==> src/hdl/tkfe_pkg.sv <==
// ============================================================================
// Touch key front end: shared package
// Item types, configuration register codes, reset values and the command and
// status groups that join the controller to the datapath.
// ============================================================================
`default_nettype none

package tkfe_pkg;

    localparam int MAX_RECTS   = 16;
    localparam int RECT_IDX_W  = $clog2(MAX_RECTS);
    localparam int RECT_CNT_W  = $clog2(MAX_RECTS + 1);
    localparam int COUNT_W     = 5;
    localparam int SCAN_W      = (RECT_CNT_W > COUNT_W) ? RECT_CNT_W : COUNT_W;

    localparam logic [15:0] IDLE_CODE   = 16'hFFFF;
    localparam logic [31:0] DEBOUNCE_MS = 32'd10;

    // Serial divider: two quotient bits per cycle over a 32-bit dividend.
    localparam int DIV_W          = 32;
    localparam int DIV_BITS_STEP  = 2;
    localparam int DIV_STEPS      = DIV_W / DIV_BITS_STEP;
    localparam int DIV_CNT_W      = $clog2(DIV_STEPS);

    localparam logic [31:0] COEF_A_RST = 32'd5200;
    localparam logic [31:0] COEF_B_RST = 32'd513600;
    localparam logic [31:0] COEF_C_RST = 32'd4247661336;
    localparam logic [31:0] COEF_D_RST = 32'd4294598656;
    localparam logic [31:0] COEF_E_RST = 32'd2160;
    localparam logic [31:0] COEF_F_RST = 32'd687023640;
    localparam logic [31:0] COEF_K_RST = 32'd1972341;

    localparam logic CMD_TOUCH = 1'b0;
    localparam logic CMD_RECT  = 1'b1;

    typedef enum logic [2:0] {
        CFG_COEF_A = 3'd0,
        CFG_COEF_B = 3'd1,
        CFG_COEF_C = 3'd2,
        CFG_COEF_D = 3'd3,
        CFG_COEF_E = 3'd4,
        CFG_COEF_F = 3'd5,
        CFG_COEF_K = 3'd6,
        CFG_SILENT = 3'd7
    } cfg_index_t;

    typedef struct packed {
        logic         cmd;
        logic         pen_down;
        logic [11:0]  raw_x;
        logic [11:0]  raw_y;
        logic [31:0]  now_ms;
        logic [4:0]   rect_count;
        logic [3:0]   rect_index;
        logic [15:0]  rect_left;
        logic [15:0]  rect_right;
        logic [15:0]  rect_top;
        logic [15:0]  rect_bottom;
    } in_item_t;

    typedef struct packed {
        logic         key_valid;
        logic [15:0]  key_code;
        logic         redraw_valid;
        logic [15:0]  redraw_key;
        logic         redraw_pressed;
        logic         beep;
    } out_item_t;

    typedef struct packed {
        logic [15:0] left;
        logic [15:0] right;
        logic [15:0] top;
        logic [15:0] bottom;
    } rect_t;

    typedef enum logic [2:0] {
        ST_IDLE,
        ST_PROD_X,
        ST_PROD_Y,
        ST_DIV_START,
        ST_DIV_RUN,
        ST_SCAN,
        ST_DONE
    } state_t;

    typedef struct packed {
        logic load;
        logic prod_x;
        logic prod_y;
        logic div_start;
        logic div_save;
        logic axis;
        logic scan_init;
        logic scan_step;
        logic press_fin;
        logic out_load;
    } dp_cmd_t;

    typedef struct packed {
        logic need_map;
        logic div_done;
        logic scan_done;
        logic out_free;
    } dp_status_t;

endpackage

`default_nettype wire

==> src/hdl/tkfe_if.sv <==
// ============================================================================
// Touch key front end: item channels
// Valid/ready channels for touch and rectangle items in and results out.
// ============================================================================
`default_nettype none

interface tkfe_in_if;
    logic                 valid;
    logic                 ready;
    tkfe_pkg::in_item_t   payload;

    modport source (output valid, output payload, input ready);
    modport sink   (input valid, input payload, output ready);
endinterface

interface tkfe_out_if;
    logic                 valid;
    logic                 ready;
    tkfe_pkg::out_item_t  payload;

    modport source (output valid, output payload, input ready);
    modport sink   (input valid, input payload, output ready);
endinterface

`default_nettype wire

==> src/hdl/tkfe_div.sv <==
// ============================================================================
// Touch key front end: serial divider
// Unsigned restoring division, two quotient bits per cycle. A zero divisor
// yields an all-ones quotient because every trial subtraction succeeds.
// ============================================================================
`default_nettype none

module tkfe_div (
    input  wire logic                          clk,
    input  wire logic                          rst_n,
    input  wire logic                          start,
    input  wire logic [tkfe_pkg::DIV_W-1:0]    dividend,
    input  wire logic [tkfe_pkg::DIV_W-1:0]    divisor,
    output logic                               done,
    output logic [tkfe_pkg::DIV_W-1:0]         quotient
);

    logic [tkfe_pkg::DIV_W-1:0]     rem_reg;
    logic [tkfe_pkg::DIV_W-1:0]     quo_reg;
    logic [tkfe_pkg::DIV_W-1:0]     rem_next;
    logic [tkfe_pkg::DIV_W-1:0]     quo_next;
    logic [tkfe_pkg::DIV_CNT_W-1:0] cnt_reg;
    logic                           busy_reg;
    logic                           done_reg;

    always_comb
    begin
        logic [tkfe_pkg::DIV_W:0] trial;
        rem_next = rem_reg;
        quo_next = quo_reg;
        for (int i = 0; i < tkfe_pkg::DIV_BITS_STEP; i++)
        begin
            trial    = {rem_next, quo_next[tkfe_pkg::DIV_W-1]};
            quo_next = {quo_next[tkfe_pkg::DIV_W-2:0], 1'b0};
            if (trial >= {1'b0, divisor})
            begin
                trial       = trial - {1'b0, divisor};
                quo_next[0] = 1'b1;
            end
            rem_next = trial[tkfe_pkg::DIV_W-1:0];
        end
    end

    always_ff @(posedge clk or negedge rst_n)
    begin
        if (!rst_n)
        begin
            busy_reg <= 1'b0;
            done_reg <= 1'b0;
            cnt_reg  <= '0;
        end
        else if (start)
        begin
            busy_reg <= 1'b1;
            done_reg <= 1'b0;
            cnt_reg  <= '0;
        end
        else if (busy_reg)
        begin
            cnt_reg <= cnt_reg + 1'b1;
            if (cnt_reg == tkfe_pkg::DIV_CNT_W'(tkfe_pkg::DIV_STEPS - 1))
            begin
                busy_reg <= 1'b0;
                done_reg <= 1'b1;
            end
        end
    end

    always_ff @(posedge clk)
    begin
        if (start)
        begin
            rem_reg <= '0;
            quo_reg <= dividend;
        end
        else if (busy_reg)
        begin
            rem_reg <= rem_next;
            quo_reg <= quo_next;
        end
    end

    assign done     = done_reg;
    assign quotient = quo_reg;

endmodule

`default_nettype wire

==> src/hdl/tkfe_dpath.sv <==
// ============================================================================
// Touch key front end: datapath
// Configuration registers, debounce state, affine mapping with a shared
// multiplier and serial divider, rectangle table scan and the output register.
// ============================================================================
`default_nettype none

module tkfe_dpath (
    input  wire logic                 clk,
    input  wire logic                 rst_n,
    input  wire logic                 cfg_wr_en,
    input  wire logic [2:0]           cfg_index,
    input  wire logic [31:0]          cfg_wdata,
    input  wire tkfe_pkg::in_item_t   in_item,
    input  wire tkfe_pkg::dp_cmd_t    cmd,
    output tkfe_pkg::dp_status_t      status,
    output logic                      out_valid,
    input  wire logic                 out_ready,
    output tkfe_pkg::out_item_t       out_item
);

    // Configuration
    logic [31:0] coef_a_reg, coef_b_reg, coef_c_reg, coef_d_reg;
    logic [31:0] coef_e_reg, coef_f_reg, coef_k_reg;
    logic        silent_reg;

    // Touch state
    logic        pressed_reg;
    logic [31:0] deadline_reg;
    logic        awaiting_reg;
    logic [15:0] held_key_reg;

    // Item registers
    logic [11:0]                  raw_x_reg;
    logic [11:0]                  raw_y_reg;
    logic [tkfe_pkg::COUNT_W-1:0] count_reg;

    // Mapping
    logic [31:0] prod_reg;
    logic [31:0] acc_reg;
    logic [31:0] prod_next;
    logic [31:0] mul_coef;
    logic [31:0] mul_raw;
    logic [15:0] px_reg;
    logic [15:0] py_reg;
    logic        div_done;
    logic [31:0] div_quo;

    // Rectangle table, undefined until written
    tkfe_pkg::rect_t               rect_mem [tkfe_pkg::MAX_RECTS];
    tkfe_pkg::rect_t               rect_rd_reg;
    logic [tkfe_pkg::RECT_IDX_W-1:0] scan_addr;
    logic [tkfe_pkg::SCAN_W-1:0]   scan_cnt_reg;
    logic [tkfe_pkg::SCAN_W-1:0]   scan_limit;
    logic                          found_reg;
    logic [tkfe_pkg::RECT_IDX_W-1:0] hit_idx_reg;
    logic                          hit;
    logic [15:0]                   press_key;

    // Debounce decision for the item on the input
    logic        pressed_next;
    logic [31:0] deadline_next;

    tkfe_pkg::out_item_t res_reg;
    tkfe_pkg::out_item_t res_next;
    tkfe_pkg::out_item_t idle_res;
    tkfe_pkg::out_item_t out_reg;
    logic                out_valid_reg;

    always_comb
    begin
        idle_res                = '0;
        idle_res.key_code       = tkfe_pkg::IDLE_CODE;
        idle_res.redraw_key     = tkfe_pkg::IDLE_CODE;
    end

    // ---------------------------------------------------------------- config
    always_ff @(posedge clk or negedge rst_n)
    begin
        if (!rst_n)
        begin
            coef_a_reg <= tkfe_pkg::COEF_A_RST;
            coef_b_reg <= tkfe_pkg::COEF_B_RST;
            coef_c_reg <= tkfe_pkg::COEF_C_RST;
            coef_d_reg <= tkfe_pkg::COEF_D_RST;
            coef_e_reg <= tkfe_pkg::COEF_E_RST;
            coef_f_reg <= tkfe_pkg::COEF_F_RST;
            coef_k_reg <= tkfe_pkg::COEF_K_RST;
            silent_reg <= 1'b0;
        end
        else if (cfg_wr_en)
        begin
            case (tkfe_pkg::cfg_index_t'(cfg_index))
                tkfe_pkg::CFG_COEF_A: coef_a_reg <= cfg_wdata;
                tkfe_pkg::CFG_COEF_B: coef_b_reg <= cfg_wdata;
                tkfe_pkg::CFG_COEF_C: coef_c_reg <= cfg_wdata;
                tkfe_pkg::CFG_COEF_D: coef_d_reg <= cfg_wdata;
                tkfe_pkg::CFG_COEF_E: coef_e_reg <= cfg_wdata;
                tkfe_pkg::CFG_COEF_F: coef_f_reg <= cfg_wdata;
                tkfe_pkg::CFG_COEF_K: coef_k_reg <= cfg_wdata;
                tkfe_pkg::CFG_SILENT: silent_reg <= cfg_wdata[0];
                default: ;
            endcase
        end
    end

    // ---------------------------------------------------------------- debounce
    always_comb
    begin
        if (in_item.pen_down)
        begin
            pressed_next  = pressed_reg | (deadline_reg <= in_item.now_ms);
            deadline_next = deadline_reg;
        end
        else
        begin
            pressed_next  = 1'b0;
            deadline_next = in_item.now_ms + tkfe_pkg::DEBOUNCE_MS;
        end
    end

    // ---------------------------------------------------------------- scan
    assign scan_limit = (tkfe_pkg::SCAN_W'(count_reg) > tkfe_pkg::SCAN_W'(tkfe_pkg::MAX_RECTS))
                        ? tkfe_pkg::SCAN_W'(tkfe_pkg::MAX_RECTS)
                        : tkfe_pkg::SCAN_W'(count_reg);
    // The table is read one entry ahead, so the registered entry always
    // matches the scan counter.
    assign scan_addr  = cmd.scan_init ? '0
                        : (cmd.scan_step ? scan_cnt_reg[tkfe_pkg::RECT_IDX_W-1:0] + 1'b1
                                         : scan_cnt_reg[tkfe_pkg::RECT_IDX_W-1:0]);
    assign hit        = (px_reg > rect_rd_reg.left) && (px_reg < rect_rd_reg.right)
                        && (py_reg > rect_rd_reg.top) && (py_reg < rect_rd_reg.bottom);
    assign press_key  = found_reg ? 16'(hit_idx_reg) : tkfe_pkg::IDLE_CODE;

    always_ff @(posedge clk)
    begin
        if (cmd.load && (in_item.cmd == tkfe_pkg::CMD_RECT)
            && (int'(in_item.rect_index) < tkfe_pkg::MAX_RECTS))
        begin
            rect_mem[tkfe_pkg::RECT_IDX_W'(in_item.rect_index)] <=
                {in_item.rect_left, in_item.rect_right, in_item.rect_top, in_item.rect_bottom};
        end
        rect_rd_reg <= rect_mem[scan_addr];
    end

    always_ff @(posedge clk or negedge rst_n)
    begin
        if (!rst_n)
        begin
            scan_cnt_reg <= '0;
            found_reg    <= 1'b0;
        end
        else if (cmd.scan_init)
        begin
            scan_cnt_reg <= '0;
            found_reg    <= 1'b0;
        end
        else if (cmd.scan_step)
        begin
            scan_cnt_reg <= scan_cnt_reg + 1'b1;
            found_reg    <= hit;
        end
    end

    always_ff @(posedge clk)
    begin
        if (cmd.scan_step)
        begin
            hit_idx_reg <= scan_cnt_reg[tkfe_pkg::RECT_IDX_W-1:0];
        end
    end

    // ---------------------------------------------------------------- mapping
    // One multiplier serves both terms of both axes; only the low 32 bits are kept.
    always_comb
    begin
        if (cmd.prod_y)
        begin
            mul_coef = cmd.axis ? coef_e_reg : coef_b_reg;
            mul_raw  = {20'd0, raw_y_reg};
        end
        else
        begin
            mul_coef = cmd.axis ? coef_d_reg : coef_a_reg;
            mul_raw  = {20'd0, raw_x_reg};
        end
        prod_next = mul_coef * mul_raw;
    end

    always_ff @(posedge clk)
    begin
        if (cmd.load)
        begin
            raw_x_reg <= in_item.raw_x;
            raw_y_reg <= in_item.raw_y;
            count_reg <= in_item.rect_count;
        end
        if (cmd.prod_x)
        begin
            prod_reg <= prod_next;
        end
        if (cmd.prod_y)
        begin
            prod_reg <= prod_next;
            acc_reg  <= prod_reg + (cmd.axis ? coef_f_reg : coef_c_reg);
        end
        if (cmd.div_save)
        begin
            if (cmd.axis)
            begin
                py_reg <= div_quo[15:0];
            end
            else
            begin
                px_reg <= div_quo[15:0];
            end
        end
    end

    tkfe_div u_div (
        .clk      (clk),
        .rst_n    (rst_n),
        .start    (cmd.div_start),
        .dividend (acc_reg + prod_reg),
        .divisor  (coef_k_reg),
        .done     (div_done),
        .quotient (div_quo)
    );

    // ---------------------------------------------------------------- touch state
    always_ff @(posedge clk or negedge rst_n)
    begin
        if (!rst_n)
        begin
            pressed_reg  <= 1'b0;
            deadline_reg <= '0;
            awaiting_reg <= 1'b1;
            held_key_reg <= tkfe_pkg::IDLE_CODE;
        end
        else if (cmd.load && (in_item.cmd == tkfe_pkg::CMD_TOUCH))
        begin
            pressed_reg  <= pressed_next;
            deadline_reg <= deadline_next;
            if (!pressed_next && !awaiting_reg)
            begin
                held_key_reg <= tkfe_pkg::IDLE_CODE;
                awaiting_reg <= 1'b1;
            end
        end
        else if (cmd.press_fin)
        begin
            held_key_reg <= press_key;
            awaiting_reg <= 1'b0;
        end
    end

    // ---------------------------------------------------------------- result
    always_comb
    begin
        res_next = res_reg;
        if (cmd.load)
        begin
            res_next = idle_res;
            if ((in_item.cmd == tkfe_pkg::CMD_TOUCH) && !pressed_next && !awaiting_reg)
            begin
                res_next.key_valid    = 1'b1;
                res_next.key_code     = held_key_reg;
                res_next.redraw_valid = 1'b1;
                res_next.redraw_key   = held_key_reg;
            end
        end
        else if (cmd.press_fin)
        begin
            res_next                = idle_res;
            res_next.redraw_valid   = 1'b1;
            res_next.redraw_key     = press_key;
            res_next.redraw_pressed = 1'b1;
            res_next.beep           = (press_key != tkfe_pkg::IDLE_CODE) && !silent_reg;
        end
    end

    always_ff @(posedge clk)
    begin
        res_reg <= res_next;
    end

    always_ff @(posedge clk or negedge rst_n)
    begin
        if (!rst_n)
        begin
            out_valid_reg <= 1'b0;
        end
        else if (cmd.out_load)
        begin
            out_valid_reg <= 1'b1;
        end
        else if (out_ready)
        begin
            out_valid_reg <= 1'b0;
        end
    end

    always_ff @(posedge clk)
    begin
        if (cmd.out_load)
        begin
            out_reg <= res_reg;
        end
    end

    // ---------------------------------------------------------------- status
    always_comb
    begin
        status.need_map  = (in_item.cmd == tkfe_pkg::CMD_TOUCH) && pressed_next
                           && awaiting_reg;
        status.div_done  = div_done;
        status.scan_done = found_reg || (scan_cnt_reg >= scan_limit);
        status.out_free  = !out_valid_reg || out_ready;
    end

    assign out_valid = out_valid_reg;
    assign out_item  = out_reg;

endmodule

`default_nettype wire

==> src/hdl/tkfe_ctrl.sv <==
// ============================================================================
// Touch key front end: controller
// Sequences one item at a time through mapping of both axes, division,
// rectangle scan (first press only) and hand-over to the output register.
// ============================================================================
`default_nettype none

module tkfe_ctrl (
    input  wire logic                  clk,
    input  wire logic                  rst_n,
    input  wire logic                  in_valid,
    output logic                       in_ready,
    input  wire tkfe_pkg::dp_status_t  status,
    output tkfe_pkg::dp_cmd_t          cmd
);

    tkfe_pkg::state_t state_reg;
    tkfe_pkg::state_t state_next;
    logic             axis_reg;
    logic             axis_next;

    always_ff @(posedge clk or negedge rst_n)
    begin
        if (!rst_n)
        begin
            state_reg <= tkfe_pkg::ST_IDLE;
            axis_reg  <= 1'b0;
        end
        else
        begin
            state_reg <= state_next;
            axis_reg  <= axis_next;
        end
    end

    always_comb
    begin
        state_next = state_reg;
        axis_next  = axis_reg;
        case (state_reg)
            tkfe_pkg::ST_IDLE:
            begin
                axis_next = 1'b0;
                if (in_valid)
                begin
                    state_next = status.need_map ? tkfe_pkg::ST_PROD_X : tkfe_pkg::ST_DONE;
                end
            end
            tkfe_pkg::ST_PROD_X:    state_next = tkfe_pkg::ST_PROD_Y;
            tkfe_pkg::ST_PROD_Y:    state_next = tkfe_pkg::ST_DIV_START;
            tkfe_pkg::ST_DIV_START: state_next = tkfe_pkg::ST_DIV_RUN;
            tkfe_pkg::ST_DIV_RUN:
            begin
                if (status.div_done)
                begin
                    if (axis_reg)
                    begin
                        state_next = tkfe_pkg::ST_SCAN;
                    end
                    else
                    begin
                        axis_next  = 1'b1;
                        state_next = tkfe_pkg::ST_PROD_X;
                    end
                end
            end
            tkfe_pkg::ST_SCAN:
            begin
                if (status.scan_done)
                begin
                    state_next = tkfe_pkg::ST_DONE;
                end
            end
            tkfe_pkg::ST_DONE:
            begin
                if (status.out_free)
                begin
                    state_next = tkfe_pkg::ST_IDLE;
                end
            end
            default: state_next = tkfe_pkg::ST_IDLE;
        endcase
    end

    always_comb
    begin
        cmd      = '0;
        cmd.axis = axis_reg;
        in_ready = 1'b0;
        case (state_reg)
            tkfe_pkg::ST_IDLE:
            begin
                in_ready = 1'b1;
                cmd.load = in_valid;
            end
            tkfe_pkg::ST_PROD_X:    cmd.prod_x    = 1'b1;
            tkfe_pkg::ST_PROD_Y:    cmd.prod_y    = 1'b1;
            tkfe_pkg::ST_DIV_START: cmd.div_start = 1'b1;
            tkfe_pkg::ST_DIV_RUN:
            begin
                cmd.div_save  = status.div_done;
                cmd.scan_init = status.div_done && axis_reg;
            end
            tkfe_pkg::ST_SCAN:
            begin
                cmd.scan_step = !status.scan_done;
                cmd.press_fin = status.scan_done;
            end
            tkfe_pkg::ST_DONE:      cmd.out_load  = status.out_free;
            default: ;
        endcase
    end

endmodule

`default_nettype wire

==> src/hdl/touch_key_front_end_core.sv <==
// ============================================================================
// Touch key front end core
// Debounced touch sampling, affine pixel mapping and rectangle hit test.
// ============================================================================
// Items arrive on in_ch: cmd 1 writes one rectangle entry, cmd 0 is a touch
// sample. Every item yields exactly one result item on out_ch. Coefficients
// and the silent flag are written through cfg_wr_en/cfg_index/cfg_wdata, by
// the user only while the block is idle; the block itself does not enforce it.
// A rectangle write, a held or lifted pen and a release skip the mapping: the
// result is registered, moved to the output register once that is free, and
// the next item is taken after that. The first accepted press maps both axes,
// each through the PROD_X, PROD_Y and DIV_START multiply/add states and a
// divider that yields two quotient bits per cycle, then scans up to 16
// rectangles one per cycle until a hit, and its result goes on to the output
// register by way of the result register in the same manner.
// One item is in work at a time; the next is taken once the result has moved
// to the output register, so a stalled receiver holds only that register
// while the next item is processed, and a further result waits until the
// register is free.
// Reset restores the default calibration, clears the press state and makes
// no result valid. Rectangle entries are not cleared and must be written
// before they are tested.
// ============================================================================
`default_nettype none

module touch_key_front_end_core (
    input  wire logic    clk,
    input  wire logic    rst_n,
    input  wire logic    cfg_wr_en,
    input  wire logic [2:0]  cfg_index,
    input  wire logic [31:0] cfg_wdata,
    tkfe_in_if.sink      in_ch,
    tkfe_out_if.source   out_ch
);

    tkfe_pkg::dp_cmd_t    cmd;
    tkfe_pkg::dp_status_t status;

    tkfe_ctrl u_ctrl (
        .clk      (clk),
        .rst_n    (rst_n),
        .in_valid (in_ch.valid),
        .in_ready (in_ch.ready),
        .status   (status),
        .cmd      (cmd)
    );

    tkfe_dpath u_dpath (
        .clk       (clk),
        .rst_n     (rst_n),
        .cfg_wr_en (cfg_wr_en),
        .cfg_index (cfg_index),
        .cfg_wdata (cfg_wdata),
        .in_item   (in_ch.payload),
        .cmd       (cmd),
        .status    (status),
        .out_valid (out_ch.valid),
        .out_ready (out_ch.ready),
        .out_item  (out_ch.payload)
    );

endmodule

`default_nettype wire

==> src/flat_wrapper.sv <==
// flat-port wrapper written by rule: the top's interface ports become plain ports
module touch_key_front_end_core_flat 
  (clk, rst_n, cfg_wr_en, cfg_index, cfg_wdata, in_ch_valid, in_ch_payload, in_ch_ready, out_ch_valid, out_ch_payload, out_ch_ready);
  tkfe_in_if in_ch_i ();
  tkfe_out_if out_ch_i ();
  input  wire logic clk;
  input  wire logic rst_n;
  input  wire logic cfg_wr_en;
  input  wire logic [2:0] cfg_index;
  input  wire logic [31:0] cfg_wdata;
  input wire logic [$bits(in_ch_i.valid)-1:0] in_ch_valid;
  input wire logic [$bits(in_ch_i.payload)-1:0] in_ch_payload;
  output wire logic [$bits(in_ch_i.ready)-1:0] in_ch_ready;
  output wire logic [$bits(out_ch_i.valid)-1:0] out_ch_valid;
  output wire logic [$bits(out_ch_i.payload)-1:0] out_ch_payload;
  input wire logic [$bits(out_ch_i.ready)-1:0] out_ch_ready;
  assign in_ch_i.valid = in_ch_valid;
  assign in_ch_i.payload = in_ch_payload;
  assign in_ch_ready = in_ch_i.ready;
  assign out_ch_valid = out_ch_i.valid;
  assign out_ch_payload = out_ch_i.payload;
  assign out_ch_i.ready = out_ch_ready;
  touch_key_front_end_core u_core (.clk(clk), .rst_n(rst_n), .cfg_wr_en(cfg_wr_en), .cfg_index(cfg_index), .cfg_wdata(cfg_wdata), .in_ch(in_ch_i), .out_ch(out_ch_i));
endmodule
==> config.mk <==
export PLATFORM = sky130hd
export DESIGN_NAME = touch_key_front_end_core_flat
export DESIGN_NICKNAME = d
export VERILOG_FILES = /design/src/hdl/tkfe_pkg.sv /design/src/hdl/tkfe_if.sv /design/src/hdl/tkfe_div.sv /design/src/hdl/tkfe_dpath.sv /design/src/hdl/tkfe_ctrl.sv /design/src/hdl/touch_key_front_end_core.sv /design/src/flat_wrapper.sv
export SDC_FILE = /design/constraint.sdc
export NUM_CORES = 2
export LEC_CHECK = 0
export ABC_AREA = 1
export CAP_MARGIN = 20
export CORE_ASPECT_RATIO = 0.6
export CORE_UTILIZATION = 50
export DETAILED_ROUTE_END_ITERATION = 10
export DONT_BUFFER_PORTS = 1
export HOLD_SLACK_MARGIN = 0.1
export SLEW_MARGIN = 30
export SYNTH_ARGS = -nofsm -noshare
export SYNTH_HDL_FRONTEND = slang
export SYNTH_SLANG_ARGS = --single-unit
==> constraint.sdc <==
create_clock -name clk -period 11.3 [get_ports clk]
set_input_delay 1.13 -clock clk [delete_from_list [all_inputs] [get_ports clk]]
set_output_delay 1.13 -clock clk [all_outputs]
set_load 0.1 [all_outputs]
==> results.sh <==
export IMPL_status="finished clean"
export IMPL_r2r_slack_ns=3.32
export IMPL_max_freq_mhz=125
export IMPL_syn_avg_cell_area_sq_um=9.22
export IMPL_tightestPinTransition_ns=1.03
export IMPL_grt_pass1_wl_um=393000
export IMPL_cts_resized=0
export IMPL_fin_util=0.547
export IMPL_synth_seq_area_share=0.528
export IMPL_synthTopCellsByCount="nand2_1 (2,967), nand3_1 (1,231), edfxtp_1 (1,211)"
export IMPL_wl_um=264000
export IMPL_cap_viol_max_count=0
export IMPL_slew_headroom=0.308
export IMPL_ys_flop_type="edfxtp_1"
export IMPL_ioPinCount=209
export IMPL_path_class="reg2reg"
export IMPL_finalSetupViolCount=0
export IMPL_synth_top_cells_by_area="edfxtp_1 (42%), nand2_1 (13%), nand3_1 (7.2%)"
export IMPL_area_delta_synth_final_pct=8.11
export IMPL_drt_first_pass_iters=7
export IMPL_row_count=117
export IMPL_core_area_sq_um=170000
export IMPL_root_buffer="clkbuf_16"
export IMPL_synthCells=9332
export IMPL_largest_reg_flops=1024
export IMPL_clk_pin_slew_ns=0.07
export IMPL_startpoint="u_core.u_ctrl.state_reg[2]$_DFFE_PN0P_"
export IMPL_drc=0
export IMPL_worst_setup_path_end_kind="flip-flop"
export IMPL_synth_seq_cells=1590
export IMPL_tritoncts="built"
export IMPL_finalNetCount=9871
export IMPL_period_share=0.707
export IMPL_gp_congestion=1.01
export IMPL_dieWidth_um=538
export IMPL_postRouteAntennaNets=0
export IMPL_syn_num_nets=10023
export IMPL_antenna_found_initial=9
export IMPL_startpoint_type="flip-flop"
export IMPL_rsz0062_at_grt="no"
export IMPL_crit_arrival_ns=8.50
export IMPL_ff2ff_path_depth=24
export IMPL_dp_hpwl_um=168000
export IMPL_numCtsBuffers=163
export IMPL_final_hold_violation_count=0
export IMPL_grt_max_degree=207
export IMPL_clk_insertion_delay_late_ns=0.83
export IMPL_synth_top_cell_area_share=0.422
export IMPL_synth_most_common_cell="nand2_1"
export IMPL_fin_tns_setup_ns=0
export IMPL_synth_distinct_cells=56
export IMPL_gr_usage_all_layers=0.302
export IMPL_report_final_slew_viol_count=0
export IMPL_vias=64998
export IMPL_cts_sinks=1590
export IMPL_cp_required_ns=11.82
export IMPL_yosys_area_top_type="edfxtp_1"
export IMPL_initial_core_util=0.506
export IMPL_dieArea_sq_um=174000
export IMPL_hp_class="in2async"
export IMPL_die_h_um=323
export IMPL_ys_warn_count=0
export IMPL_wire_per_inst_um=22.8
export IMPL_routed_via_density=5.62
export IMPL_io_buffers=0
export IMPL_drtIter0Drc=7663
export IMPL_clockBufferDepth=4
export IMPL_syn_area_sq_um=86100
export IMPL_skew_ns=0.0814
export IMPL_h_tree_depth=4
export IMPL_grt_pass1_vias=60429
export IMPL_grt_overflow=0
export IMPL_synth_edff_count=1211
export IMPL_r2r_end="u_core.u_dpath.prod_reg[28]$_DFFE_PP_"
export IMPL_drive_above_1_share=0.0581
export IMPL_post_route_min_period_ns=7.98
export IMPL_reg2reg_from="u_core.u_ctrl.state_reg[2]$_DFFE_PN0P_"
export IMPL_cts_hold_buf=2
export IMPL_timing_hold_ws_ns=0.244
export IMPL_synthArstFlopShare=0.177
export IMPL_cts_setup_buffers=0
export IMPL_worstPathMaxFanout=62
critical path, stage by stage (launching register included):
cell and delay (ns):
dfrtp_1 0.57, nor2_2 0.10, nand2_2 0.43, buf_4 0.66, o21ai_0 0.29, inv_2 0.53
nand2_1 0.17, fa_1 0.55, fa_1 0.52, inv_1 0.06, fa_1 0.51, fa_1 0.49
inv_1 0.05, fa_1 0.47, inv_1 0.04, ha_1 0.36, nand2_1 0.09, nor2_1 0.29
nand4_1 0.12, o21ai_0 0.55, a21oi_1 0.29, o21bai_1 0.26, nand2_1 0.08, nand2_1 0.08
xor2_1 0.07
cell type report:
class,instances,area (sq um)
fillers,15172,77200
flip-flops and latches,1590,45500
multi-input cells,6158,34000
clock buffers,221,4490
inverters,1155,4350
well taps,2261,2830
repair buffers,112,1190
clock inverters,70,706
diodes,3,7.51
cells in the final DEF, fill, tap and decap left out, types with 164 or more instances in the layout:
| master | netlist | routed |
|---|---|---|
| inv_1 | 1142 | 1140 |
| edfxtp_1 | 1211 | 1211 |
| nand3_1 | 1231 | 1230 |
| clkbuf_16 | 0 | 164 |
| ha_1 | 277 | 277 |
| dfrtp_1 | 201 | 200 |
| nand2_1 | 2967 | 2961 |
| nor2_1 | 317 | 297 |
| o21ai_0 | 390 | 387 |
| a21oi_1 | 196 | 196 |
| fa_1 | 243 | 243 |
routing by layer:
metal | GRT usage | routed length (um)
met3 | 0.0914 | 30600
met4 | 0.0590 | 4510
met2 | 0.401 | 104000
met1 | 0.476 | 125000
met5 | 0.00713 | 187
worst max path at each step:
stage	slack (ns)	end	cells past startpoint
floorplan	5.25	u_core.u_dpath.prod_reg[19]$_DFFE_PP_	25
global placement	3.61	u_core.u_dpath.prod_reg[28]$_DFFE_PP_	22
detailed placement	3.51	u_core.u_dpath.prod_reg[28]$_DFFE_PP_	22
CTS	3.46	u_core.u_dpath.prod_reg[28]$_DFFE_PP_	22
global route	2.95	u_core.u_dpath.prod_reg[28]$_DFFE_PP_	24
finish	3.32	u_core.u_dpath.prod_reg[28]$_DFFE_PP_	24
logic make-up (layout without fill, tap and decap cells):
kind of cell / after synthesis / count (layout) / synth area share
compound gates: 735 / 735 / 0.0465
xor+xnor: 140 / 140 / 0.0142
fa+ha+maj: 520 / 520 / 0.0968
buf+inv: 1584 / 1558 / 0.0795
flops: 1590 / 1590 / 0.528
mux: 19 / 19 / 0.00221
other cells: 0 / 3 / 0
simple gates: 4744 / 4744 / 0.233
metrics by stage:
| stage | area [sq um] | instances | setup slack [ns] |
|---|---|---|---|
| floorplan | 86100 | 9332 | 5.25 |
| global placement | 87500 | 11265 | 3.61 |
| detailed placement | 87700 | 11270 | 3.51 |
| CTS | 92900 | 11563 | 3.46 |
| global route | 93100 | 11570 | 2.95 |
| finish | 93100 | 11570 | 3.32 |
Power is not shown: default switching activity piles up to over one toggle a cycle in this logic, so the estimate is an artifact.
